--- src/rtl/jst_pkg.sv ---
// Shared types and constants of the JSON stream tokenizer.
// No dependencies; the lexer, the top level and the testbench import this package.
`default_nettype none

package jst_pkg;

	typedef struct packed {
		logic [7:0] char_code;
		logic       end_of_input;
	} in_item_t;

	typedef struct packed {
		logic [2:0]         token_kind;
		logic signed [31:0] token_value;
		logic [2:0]         error_kind;
		logic               last_result;
	} out_item_t;

	// Up to three tokens can come from one input byte.
	localparam int unsigned MaxResults = 3;

	typedef struct packed {
		logic [1:0]                     count;
		out_item_t [MaxResults-1:0]     res;
	} grp_t;

	localparam logic [2:0] KIND_SPECIAL  = 3'd0;
	localparam logic [2:0] KIND_STR_BYTE = 3'd1;
	localparam logic [2:0] KIND_STR_END  = 3'd2;
	localparam logic [2:0] KIND_INTEGER  = 3'd3;
	localparam logic [2:0] KIND_BOOLEAN  = 3'd4;
	localparam logic [2:0] KIND_NULL     = 3'd5;
	localparam logic [2:0] KIND_ERROR    = 3'd6;
	localparam logic [2:0] KIND_DONE     = 3'd7;

	localparam logic [2:0] ERR_NONE       = 3'd0;
	localparam logic [2:0] ERR_UNEXPECTED = 3'd1;
	localparam logic [2:0] ERR_PERIOD     = 3'd2;
	localparam logic [2:0] ERR_MINUS      = 3'd3;
	localparam logic [2:0] ERR_RANGE      = 3'd4;
	localparam logic [2:0] ERR_OPEN_STR   = 3'd5;

endpackage : jst_pkg

`default_nettype wire

--- src/rtl/jst_stream_if.sv ---
// Valid/ready stream channel with a typed payload.
// Used for both the byte input and the token output of the tokenizer.
`default_nettype none

interface jst_stream_if #(
	parameter type payload_t = logic
);
	logic     valid;
	logic     ready;
	payload_t payload;

	modport source (output valid, output payload, input ready);
	modport sink (input valid, input payload, output ready);
endinterface : jst_stream_if

`default_nettype wire

--- src/rtl/jst_lexer.sv ---
// Lexer state and the single-pass decode of one byte into up to three tokens.
// Depends on jst_pkg; instantiated by json_stream_tokenizer_top.
`default_nettype none

module jst_lexer
	import jst_pkg::*;
(
	input  wire logic     clk,
	input  wire logic     arst_n,
	input  wire logic     take,
	input  wire in_item_t item,
	output grp_t          grp
);

	localparam logic [1:0] MODE_IDLE    = 2'd0;
	localparam logic [1:0] MODE_STRING  = 2'd1;
	localparam logic [1:0] MODE_NUMBER  = 2'd2;
	localparam logic [1:0] MODE_KEYWORD = 2'd3;

	localparam int FL_PERIOD = 0;
	localparam int FL_MINUS  = 1;
	localparam int FL_NEG    = 2;
	localparam int FL_STOP   = 3;
	localparam int FL_FRAC   = 4;
	localparam int FL_OVER   = 5;

	localparam logic [7:0] CH_QUOTE  = 8'h22;
	localparam logic [7:0] CH_PERIOD = 8'h2E;
	localparam logic [7:0] CH_MINUS  = 8'h2D;
	localparam logic [7:0] CH_SPACE  = 8'h20;
	localparam logic [7:0] CH_NL     = 8'h0A;
	localparam logic [7:0] CH_LBRK   = 8'h5B;
	localparam logic [7:0] CH_RBRK   = 8'h5D;
	localparam logic [7:0] CH_LBRC   = 8'h7B;
	localparam logic [7:0] CH_RBRC   = 8'h7D;
	localparam logic [7:0] CH_COLON  = 8'h3A;
	localparam logic [7:0] CH_COMMA  = 8'h2C;
	localparam logic [7:0] CH_T      = 8'h74;
	localparam logic [7:0] CH_F      = 8'h66;
	localparam logic [7:0] CH_N      = 8'h6E;

	localparam logic [1:0] KW_TRUE  = 2'd0;
	localparam logic [1:0] KW_FALSE = 2'd1;
	localparam logic [1:0] KW_NULL  = 2'd2;

	localparam logic [35:0] LIMIT_MAG = 36'h0_8000_0000;

	function automatic logic [7:0] kw_char(input logic [1:0] id, input logic [2:0] pos);
		logic [7:0] ch;
		ch = 8'h00;
		case (id)
			KW_TRUE: begin
				case (pos)
					3'd0: ch = 8'h74;
					3'd1: ch = 8'h72;
					3'd2: ch = 8'h75;
					3'd3: ch = 8'h65;
					default: ch = 8'h00;
				endcase
			end
			KW_FALSE: begin
				case (pos)
					3'd0: ch = 8'h66;
					3'd1: ch = 8'h61;
					3'd2: ch = 8'h6C;
					3'd3: ch = 8'h73;
					3'd4: ch = 8'h65;
					default: ch = 8'h00;
				endcase
			end
			default: begin
				case (pos)
					3'd0: ch = 8'h6E;
					3'd1: ch = 8'h75;
					3'd2: ch = 8'h6C;
					3'd3: ch = 8'h6C;
					default: ch = 8'h00;
				endcase
			end
		endcase
		return ch;
	endfunction

	function automatic logic [2:0] kw_len(input logic [1:0] id);
		return (id == KW_FALSE) ? 3'd5 : 3'd4;
	endfunction

	logic [1:0]  mode_q, mode;
	logic [1:0]  kid_q, kid;
	logic [2:0]  kpos_q, kpos;
	logic [31:0] mag_q, mag;
	logic [5:0]  flags_q, flags;
	logic        err_q, err;

	logic [1:0]  n;
	out_item_t [MaxResults-1:0] res;
	logic        run_idle, run_num, first, is_num, fin_bad;
	logic [7:0]  c;
	logic [35:0] v;

	assign c      = item.char_code;
	assign is_num = (c > 8'h2F && c < 8'h3A) || c == CH_PERIOD || c == CH_MINUS;

	always_comb begin
		mode     = mode_q;
		kid      = kid_q;
		kpos     = kpos_q;
		mag      = mag_q;
		flags    = flags_q;
		err      = err_q;
		n        = 2'd0;
		res      = '0;
		run_idle = 1'b0;
		run_num  = 1'b0;
		first    = 1'b0;
		fin_bad  = 1'b0;
		v        = '0;

		if (!err) begin
			unique case (mode)
				MODE_STRING: begin
					if (c == CH_QUOTE) begin
						res[n] = '{KIND_STR_END, 32'sd0, ERR_NONE, 1'b0};
						n = n + 2'd1;
						mode = MODE_IDLE;
					end else begin
						res[n] = '{KIND_STR_BYTE, {24'd0, c}, ERR_NONE, 1'b0};
						n = n + 2'd1;
					end
				end
				MODE_NUMBER: begin
					if (is_num) begin
						run_num = 1'b1;
					end else begin
						// The number ends here; unless it is out of range, the byte is then handled as in idle.
						mode = MODE_IDLE;
						fin_bad = flags[FL_FRAC] || flags[FL_OVER] ||
							(!flags[FL_NEG] && mag[31]);
						if (fin_bad) begin
							res[n] = '{KIND_ERROR, 32'sd0, ERR_RANGE, 1'b0};
							n = n + 2'd1;
							err = 1'b1;
						end else begin
							res[n] = '{KIND_INTEGER, flags[FL_NEG] ? -mag : mag,
								ERR_NONE, 1'b0};
							n = n + 2'd1;
							run_idle = 1'b1;
						end
					end
				end
				MODE_KEYWORD: begin
					if (kpos >= kw_len(kid) || kw_char(kid, kpos) != c) begin
						res[n] = '{KIND_ERROR, 32'sd0, ERR_UNEXPECTED, 1'b0};
						n = n + 2'd1;
						err = 1'b1;
						mode = MODE_IDLE;
					end else begin
						kpos = kpos + 3'd1;
						if (kpos == kw_len(kid)) begin
							mode = MODE_IDLE;
							kpos = 3'd0;
							if (kid == KW_TRUE) begin
								res[n] = '{KIND_BOOLEAN, 32'sd1, ERR_NONE, 1'b0};
							end else if (kid == KW_FALSE) begin
								res[n] = '{KIND_BOOLEAN, 32'sd0, ERR_NONE, 1'b0};
							end else begin
								res[n] = '{KIND_NULL, 32'sd0, ERR_NONE, 1'b0};
							end
							n = n + 2'd1;
						end
					end
				end
				MODE_IDLE: begin
					run_idle = 1'b1;
				end
			endcase
		end

		if (run_idle) begin
			if (c == CH_QUOTE) begin
				mode = MODE_STRING;
			end else if (is_num) begin
				mode    = MODE_NUMBER;
				flags   = '0;
				mag     = '0;
				run_num = 1'b1;
				first   = 1'b1;
			end else if (c == CH_T || c == CH_F || c == CH_N) begin
				mode = MODE_KEYWORD;
				kid  = (c == CH_T) ? KW_TRUE : (c == CH_F) ? KW_FALSE : KW_NULL;
				kpos = 3'd1;
			end else if (c == CH_LBRK || c == CH_RBRK || c == CH_LBRC || c == CH_RBRC ||
				c == CH_COLON || c == CH_COMMA) begin
				res[n] = '{KIND_SPECIAL, {24'd0, c}, ERR_NONE, 1'b0};
				n = n + 2'd1;
			end else if (c == CH_SPACE || c == CH_NL) begin
				mode = mode;
			end else begin
				res[n] = '{KIND_ERROR, 32'sd0, ERR_UNEXPECTED, 1'b0};
				n = n + 2'd1;
				err = 1'b1;
				mode = MODE_IDLE;
			end
		end

		if (run_num) begin
			if (c == CH_PERIOD) begin
				if (flags[FL_PERIOD]) begin
					res[n] = '{KIND_ERROR, 32'sd0, ERR_PERIOD, 1'b0};
					n = n + 2'd1;
					err = 1'b1;
					mode = MODE_IDLE;
				end else begin
					flags[FL_PERIOD] = 1'b1;
				end
			end else if (c == CH_MINUS) begin
				if (flags[FL_MINUS]) begin
					res[n] = '{KIND_ERROR, 32'sd0, ERR_MINUS, 1'b0};
					n = n + 2'd1;
					err = 1'b1;
					mode = MODE_IDLE;
				end else begin
					flags[FL_MINUS] = 1'b1;
					// A leading minus is the sign; a later one stops the conversion.
					if (first) begin
						flags[FL_NEG] = 1'b1;
					end else begin
						flags[FL_STOP] = 1'b1;
					end
				end
			end else if (!flags[FL_STOP]) begin
				if (flags[FL_PERIOD]) begin
					if (c[3:0] != 4'd0) begin
						flags[FL_FRAC] = 1'b1;
					end
				end else if (!flags[FL_OVER]) begin
					v = ({4'd0, mag} << 3) + ({4'd0, mag} << 1) + {32'd0, c[3:0]};
					if (v > LIMIT_MAG) begin
						flags[FL_OVER] = 1'b1;
						v = LIMIT_MAG;
					end
					mag = v[31:0];
				end
			end
		end

		if (item.end_of_input) begin
			if (!err) begin
				if (mode == MODE_NUMBER) begin
					fin_bad = flags[FL_FRAC] || flags[FL_OVER] ||
						(!flags[FL_NEG] && mag[31]);
					if (fin_bad) begin
						res[n] = '{KIND_ERROR, 32'sd0, ERR_RANGE, 1'b0};
						err = 1'b1;
					end else begin
						res[n] = '{KIND_INTEGER, flags[FL_NEG] ? -mag : mag,
							ERR_NONE, 1'b0};
					end
					n = n + 2'd1;
				end else if (mode == MODE_STRING) begin
					res[n] = '{KIND_ERROR, 32'sd0, ERR_OPEN_STR, 1'b0};
					n = n + 2'd1;
					err = 1'b1;
				end else if (mode == MODE_KEYWORD) begin
					res[n] = '{KIND_ERROR, 32'sd0, ERR_UNEXPECTED, 1'b0};
					n = n + 2'd1;
					err = 1'b1;
				end
			end
			res[n] = '{KIND_DONE, {31'd0, err}, ERR_NONE, 1'b0};
			n = n + 2'd1;
			mode  = MODE_IDLE;
			kid   = KW_TRUE;
			kpos  = 3'd0;
			mag   = '0;
			flags = '0;
			err   = 1'b0;
		end
	end

	assign grp.count = n;
	assign grp.res   = res;

	always_ff @(posedge clk or negedge arst_n) begin
		if (!arst_n) begin
			mode_q  <= MODE_IDLE;
			kid_q   <= KW_TRUE;
			kpos_q  <= 3'd0;
			mag_q   <= '0;
			flags_q <= '0;
			err_q   <= 1'b0;
		end else if (take) begin
			mode_q  <= mode;
			kid_q   <= kid;
			kpos_q  <= kpos;
			mag_q   <= mag;
			flags_q <= flags;
			err_q   <= err;
		end
	end

endmodule : jst_lexer

`default_nettype wire

--- src/rtl/json_stream_tokenizer_top.sv ---
// Top level of the JSON stream tokenizer: lexer, token group register and output register.
// Depends on jst_pkg, jst_stream_if and jst_lexer.
//
// The block takes one byte of JSON text per cycle and gives tokens one per cycle while
// the receiver is ready. A byte that yields at most one token does not hold the input,
// so plain text and strings stream at one item per cycle. A byte that yields several
// tokens (up to three: a number closed by a structural character at the end marker)
// holds the input until its last token moves on, because the single output port sends
// the tokens of a group one after another. The lexer state is updated in the cycle a
// byte is taken; the group register then lets the next byte in while a finished token
// waits in the output register.
`default_nettype none

module json_stream_tokenizer_top
	import jst_pkg::*;
(
	input wire logic   clk,
	input wire logic   arst_n,
	jst_stream_if.sink   text,
	jst_stream_if.source tokens
);

	grp_t       grp;
	grp_t       grp_s1;
	logic       grp_valid_s1;
	logic [1:0] idx_s1;
	out_item_t  out_q;
	out_item_t  out_next;
	logic       out_valid_q;
	logic       take, out_load, grp_last, grp_done;

	jst_lexer u_lexer (
		.clk    (clk),
		.arst_n (arst_n),
		.take   (take),
		.item   (text.payload),
		.grp    (grp)
	);

	assign out_load   = grp_valid_s1 && (!out_valid_q || tokens.ready);
	assign grp_last   = (idx_s1 == grp_s1.count - 2'd1);
	assign grp_done   = out_load && grp_last;
	assign text.ready = !grp_valid_s1 || grp_done;
	assign take       = text.valid && text.ready;

	always_ff @(posedge clk or negedge arst_n) begin
		if (!arst_n) begin
			grp_valid_s1 <= 1'b0;
			idx_s1       <= 2'd0;
		end else if (take) begin
			grp_valid_s1 <= (grp.count != 2'd0);
			idx_s1       <= 2'd0;
		end else if (grp_done) begin
			grp_valid_s1 <= 1'b0;
		end else if (out_load) begin
			idx_s1 <= idx_s1 + 2'd1;
		end
	end

	always_ff @(posedge clk) begin
		if (take) begin
			grp_s1 <= grp;
		end
	end

	always_ff @(posedge clk or negedge arst_n) begin
		if (!arst_n) begin
			out_valid_q <= 1'b0;
		end else if (out_load) begin
			out_valid_q <= 1'b1;
		end else if (tokens.ready) begin
			out_valid_q <= 1'b0;
		end
	end

	always_comb begin
		out_next             = grp_s1.res[idx_s1];
		out_next.last_result = grp_last;
	end

	always_ff @(posedge clk) begin
		if (out_load) begin
			out_q <= out_next;
		end
	end

	assign tokens.valid   = out_valid_q;
	assign tokens.payload = out_q;

endmodule : json_stream_tokenizer_top

`default_nettype wire

--- src/flat_wrapper.sv ---
// flat-port wrapper written by rule: the top's interface ports become plain ports
module json_stream_tokenizer_top_flat import jst_pkg::*;
  (clk, arst_n, text_valid, text_payload, text_ready, tokens_valid, tokens_payload, tokens_ready);
  jst_stream_if #(.payload_t(in_item_t)) text_i ();
  jst_stream_if #(.payload_t(out_item_t)) tokens_i ();
  input wire logic clk;
  input wire logic arst_n;
  input wire logic [$bits(text_i.valid)-1:0] text_valid;
  input wire logic [$bits(text_i.payload)-1:0] text_payload;
  output wire logic [$bits(text_i.ready)-1:0] text_ready;
  output wire logic [$bits(tokens_i.valid)-1:0] tokens_valid;
  output wire logic [$bits(tokens_i.payload)-1:0] tokens_payload;
  input wire logic [$bits(tokens_i.ready)-1:0] tokens_ready;
  assign text_i.valid = text_valid;
  assign text_i.payload = text_payload;
  assign text_ready = text_i.ready;
  assign tokens_valid = tokens_i.valid;
  assign tokens_payload = tokens_i.payload;
  assign tokens_i.ready = tokens_ready;
  json_stream_tokenizer_top u_core (.clk(clk), .arst_n(arst_n), .text(text_i), .tokens(tokens_i));
endmodule
--- config.mk ---
export PLATFORM = sky130hd
export DESIGN_NAME = json_stream_tokenizer_top_flat
export DESIGN_NICKNAME = d
export VERILOG_FILES = /design/src/rtl/jst_pkg.sv /design/src/rtl/jst_stream_if.sv /design/src/rtl/jst_lexer.sv /design/src/rtl/json_stream_tokenizer_top.sv /design/src/flat_wrapper.sv
export SDC_FILE = /design/constraint.sdc
export NUM_CORES = 1
export LEC_CHECK = 0
export BUFFER_PORTS_ARGS = -buffer_cell sky130_fd_sc_hd__buf_2
export CELL_PAD_IN_SITES_DETAIL_PLACEMENT = 1
export CELL_PAD_IN_SITES_GLOBAL_PLACEMENT = 1
export CORE_ASPECT_RATIO = 1.1
export CORE_MARGIN = 5
export CORE_UTILIZATION = 30
export DETAILED_ROUTE_END_ITERATION = 12
export PLACE_DENSITY = 0.64
export SYNTH_ARGS = -nofsm -noshare
export SYNTH_HDL_FRONTEND = slang
export SYNTH_SLANG_ARGS = --single-unit
--- constraint.sdc ---
create_clock -name clk -period 5.5 [get_ports clk]
set_input_delay 1.1 -clock clk [delete_from_list [all_inputs] [get_ports clk]]
set_output_delay 1.1 -clock clk [all_outputs]
set_load 0.02 [all_outputs]
Yosys cells after proc, flatten, opt, wreduce, memory -nomap -nowiden. Cells that the tools add are included.

Add/subtract/negate cells: 11. Magnitude comparators: 13. Equality and inequality tests: 31. Multiplexer cells: 176. Bitwise gates (word level): 18. Reduce and logical (&&, ||, !) cells: 44.

Operator list (number): $mux W117 (18); $not A108 Y108 (4); $mux W32 (13); $mux W39 (10); $bwmux W117 (3); $and A108 B108 Y108 (3); $demux W39 S2 (4); $and A105 B105 Y105 (2); $not A105 Y105 (2); $pmux W39 S3 (1); $and A36 B108 Y108 (1); $mux W2 (46); $bmux W39 S2 (1); $mux W37 (2); $neg A32 Y32 (2); $eq A8 B7 Y1 const B (7); $mux W1 (50); $eq A8 B6 Y1 const B (6); $mux W38 (1); $add A35 B33 Y36 (1); $add A36 B4 Y36 (1); $gt A36 B32 Y1 const B (1); $pmux W7 S5 (1); $mux W3 (11); 41 further kinds (102).

Register bits: 208. Input bits: 13. Output and inout bits: 41.

Logic depth before layout (Yosys ltp).
Depth after elaboration: 36. Gate-level depth with buffers: 29. Mapped depth without buffers: 25.

By module. From an unflattened synthesis, not the netlist that was laid out.

Cells, all modules: 1694. Area, all modules: 15036.9 µm².

Modules (own cells, without submodules): jst_lexer (times used 1, cells each 1377, area each 9310.2 µm², sequential area each 1151.1 µm²); json_stream_tokenizer_top (times used 1, cells each 317, area each 5726.7 µm², sequential area each 4754.6 µm²).

Worst setup path before layout. Ideal clock, no wire load.

Kind: in2reg. Start point: in text_payload[4]. End point: reg u_core.grp_s1[45] in the netlist's numbering (data pin). Setup time: 0.141 ns. Arrival time: 6.956 ns. Required time: 5.359 ns. Path slack: -1.597 ns. Stages on the path: 28. Buffers on the path: 4. Cell sequence: clkbuf_1 > and3b_1 > a21bo_2 > o21a_1 > and3_1 > clkbuf_1 > clkbuf_1 > nor2_1 > ha_1 > ha_1 > inv_1 > fa_1 > nor2b_1 > o31ai_2 > a21oi_1 > or3_1 > o311a_1 > or3_1 > nor3b_2 > a41oi_1 > buf_6 > o32a_1 > ha_1 > nor2_1 > xnor2_1 > or4_1 > a21oi_1 > a2bb2oi_2.

RTL lines: start: declaration (RTL line flat_wrapper.sv:9) `input wire logic [$bits(text_i.payload)-1:0] text_payload;`; end signal: assignment (RTL line json_stream_tokenizer_top.sv:62) `grp_s1 <= grp;`; end: declaration (RTL line json_stream_tokenizer_top.sv:24) `grp_t grp_s1;`.

==> results.tsv <==
metric	value	unit
final worst slack	-1.060	ns
post-route minimum period	6.560	ns
synthesized area per cell	8.988	µm²
failing checks	negative setup slack	
clock transition at the registers of the reported paths	0.07	ns
Routed WL	63940	µm
# clock sinks	205	
area leader, netlist	edfxtp_1	
Post-synth EDFFs	155	
Synth Instances	1685	
slew at the pin closest to its max-slew limit	0.8168	ns
met3 GRT Util	1.970	%
PD cells	387.9	nW/µm²
initial antenna violation count	1	
Initial Util	30.27	%
first-pass GRT wire length	95250	µm
ys async rst share	24.39	%
Root Buffer	clkbuf_16	
most used flip-flop cell after synthesis	edfxtp_1	
HP Start	u_core.grp_valid_s1	
Required @ worst endpoint	5.78	ns
critical path's largest stage delay	0.45	ns
Worst-Skew Late Latency	0.53	ns
top cells by area, synth	edfxtp_1 31%, dfrtp_1 8.3%, ha_1 6.7%, nand2_1 4.9%, o21ai_0 4.9%	
All-Layer GR Usage	21.40	%
sequential area share after synthesis	39.00	%
Yosys reg bits	205	
DP HPWL	43240	µm
WS Path Type	in2reg	
WL/cell	22.49	µm
post-route ant nets	0	
TritonCTS Buffers	22	
Netlist cell types	93	
worst-path fanout max	8	
CP max-delay cell	o32a_1	
setup TNS	-105.47	ns
Critical Path Source	text_payload[3]	
Pleak	9.273	nW
Die Area	55080	µm²
status	finished, violations left	
vias per inst	5.492	
Core Region	50040	µm²
Iteration-0 DRC Markers	1043	
top-area cell type share of the netlist area	30.73	%
number of synthesis warnings	0	
Die X-Extent	224.2	µm
drt pass-1 iters	5	
NumNets Final	2262	
CTS H-tree lvls	1	
Area Growth Syn to Fin	53.90	%
worst setup skew after layout	0.02210	ns
met1 Use GR	27.10	%
r2r startpoint	u_core.u_lexer.mode_q[0]	
global routing's busiest layer	met2	
setup violators final	135	
port bufs	53	
syn nets	1780	
Critical Path Sink Type	flip-flop	
met2 usage	38.59	%
row cnt	86	
worst-case clock buffer depth	3	
Fmax	152.4	MHz
crit path DAT	6.84	ns
n_diodes	0	
fill count	5519	
I/O Pins	54	
Hold Path Class	reg2reg	
global route overflow	0	
unrepaired setup endpoints after global routing	true	
Rel. slew slack	45.55	%
hold buffers post-CTS	0	
max-cap check violation count	0	
Slew Limit Fails	0	
CTS tree	yes	
Die Y	245.7	µm
Tot Pwr	9.040	mW
maximum vdd drop	293.0	µV
Final GP Congestion	0.8879	
via count	15614	
largest net degree at the start of global routing	131	
Post-route DRC	0	
crit share post-route	119.3	%
layout cells sized above 1	43.84	%
Fin. Hold Viols	0	
vias in the first global route	16546	
Post-Syn Area	15140	µm²
critical path launch point type	input port	
sequential cells by signal, summed over array words and instances (netlist names):
register	flops
u_core.u_lexer.flags_q	6
u_core.u_lexer.kid_q	2
u_core.tokens.payload	39
u_core.idx_s1	2
u_core.u_lexer.err_q	1
u_core.grp_valid_s1	1
u_core.tokens.valid	1
u_core.grp_s1	116
u_core.u_lexer.mag_q	32
u_core.u_lexer.mode_q	2
u_core.u_lexer.kpos_q	3
cells in the final DEF (no fill, tap or decap), types with 35 or more instances in the layout:
| master | instances |
|---|---|
| mux2i_1 | 44 |
| buf_2 | 51 |
| edfxtp_1 | 155 |
| o21ai_0 | 96 |
| ha_1 | 41 |
| buf_6 | 75 |
| buf_4 | 420 |
| nor2_1 | 128 |
| a21oi_1 | 46 |
| nand2_1 | 192 |
| xnor2_1 | 52 |
| ha_4 | 35 |
| inv_1 | 49 |
| dfrtp_1 | 48 |
worst paths after layout:
check	end	slack (ns)	cells after the start
min	u_core.tokens.valid	0.52	1
max in group asynchronous	u_core.u_lexer.mag_q[28]	4.20	2
max reg2reg	u_core.grp_s1[23]	-0.34	27
min in group asynchronous	u_core.u_lexer.kpos_q[1]	0.73	2
max	u_core.grp_s1[23]	-1.06	29
min reg2reg	u_core.tokens.valid	0.52	1
report_power, final:
part / internal, mW / switching (mW)
registers: 2.18 / 0.118
clock network: 0.777 / 0.666
logic: 2.21 / 3.08
per-layer routing:
metal  vias to the layer above  share of wire [%]  routed length [µm]
li1                       7184                  -                   -
met1                      7904                 42               26780
met2                       401                 51               32820
met3                       125                3.6                2274
met4                         0                3.2                2059
met5                         -                  0                   0
final cells by class:
cell class / count / area (µm²) / area share (%)
multi-input combinational: 1318 / 11000 / 47.19
sequential: 205 / 5908 / 25.35
timing repair buffer: 568 / 4698 / 20.16
tap: 660 / 825.8 / 3.543
clock buffer: 27 / 590.6 / 2.534
inverter: 52 / 197.7 / 0.8482
clock inverter: 13 / 87.58 / 0.3758
worst max-delay path, delay by kind of cell:
family,cells,cell delay [ns]
AOI/OAI and AO/OA,9,2.03
buffers and inverters,9,1.35
and+or+nand+nor,7,1.34
adders and majority gates,2,0.48
muxes,1,0.33
xor gates and xnor gates,1,0.18
metrics by stage:
| step | util [%] | std cells | worst slack (ns) | cell area, µm² | hold slack [ns] |
|---|---|---|---|---|---|
| after floorplan | - | 1685 | -1.075 | 15710 | 0.4566 |
| after global placement | 38.72 | 2689 | -1.636 | 19370 | 0.4733 |
| after detailed placement | 38.72 | 2689 | -1.780 | 19370 | 0.5116 |
| after CTS | 44.42 | 2814 | -0.9245 | 22230 | 0.5194 |
| after global routing | 46.58 | 2843 | -1.327 | 23310 | 0.5468 |
| final | 46.58 | 2843 | -1.060 | 23310 | 0.5160 |
what timing repair did:
item	in CTS	in global routing
buffers inserted	85	45
cloned	7	1
gates resized for setup	271	187
endpoints found under the setup margin	138	143
hold endpoints to repair	0	0
pin swaps	68	103
cell families after synthesis:
family	share of synthesized area [%]
mux	3.255
xor+xnor	5.494
compound gates	22.19
flops	39.00
simple gates	18.79
buf+inv	4.453
fa+ha+maj	6.824
cell usage after synthesis (6+ instances only):
cell,n
nor3_1,36
o31ai_1,28
or3_1,27
nand4_1,13
dfrtp_1,50
o211ai_1,12
a41oi_2,6
ha_1,81
buf_1,7
nor3b_1,10
and2_1,38
a21oi_1,83
mux2i_1,47
inv_1,51
a22o_1,15
nand3_1,25
a221oi_1,6
xnor2_1,63
clkbuf_1,85
o21ai_1,18
xor2_1,32
edfxtp_1,155
or2_2,8
o21bai_1,6
and3_1,16
a211oi_1,10
o21ai_0,148
nand2_1,199
nor4_1,15
a21o_1,19
nor2_1,146
buf_2,8
o31a_1,7
a22oi_1,19
o22ai_1,15
o21a_1,13
nor2b_1,10
a31oi_1,19
nand2b_1,16
(Power assumes the default switching activity.)
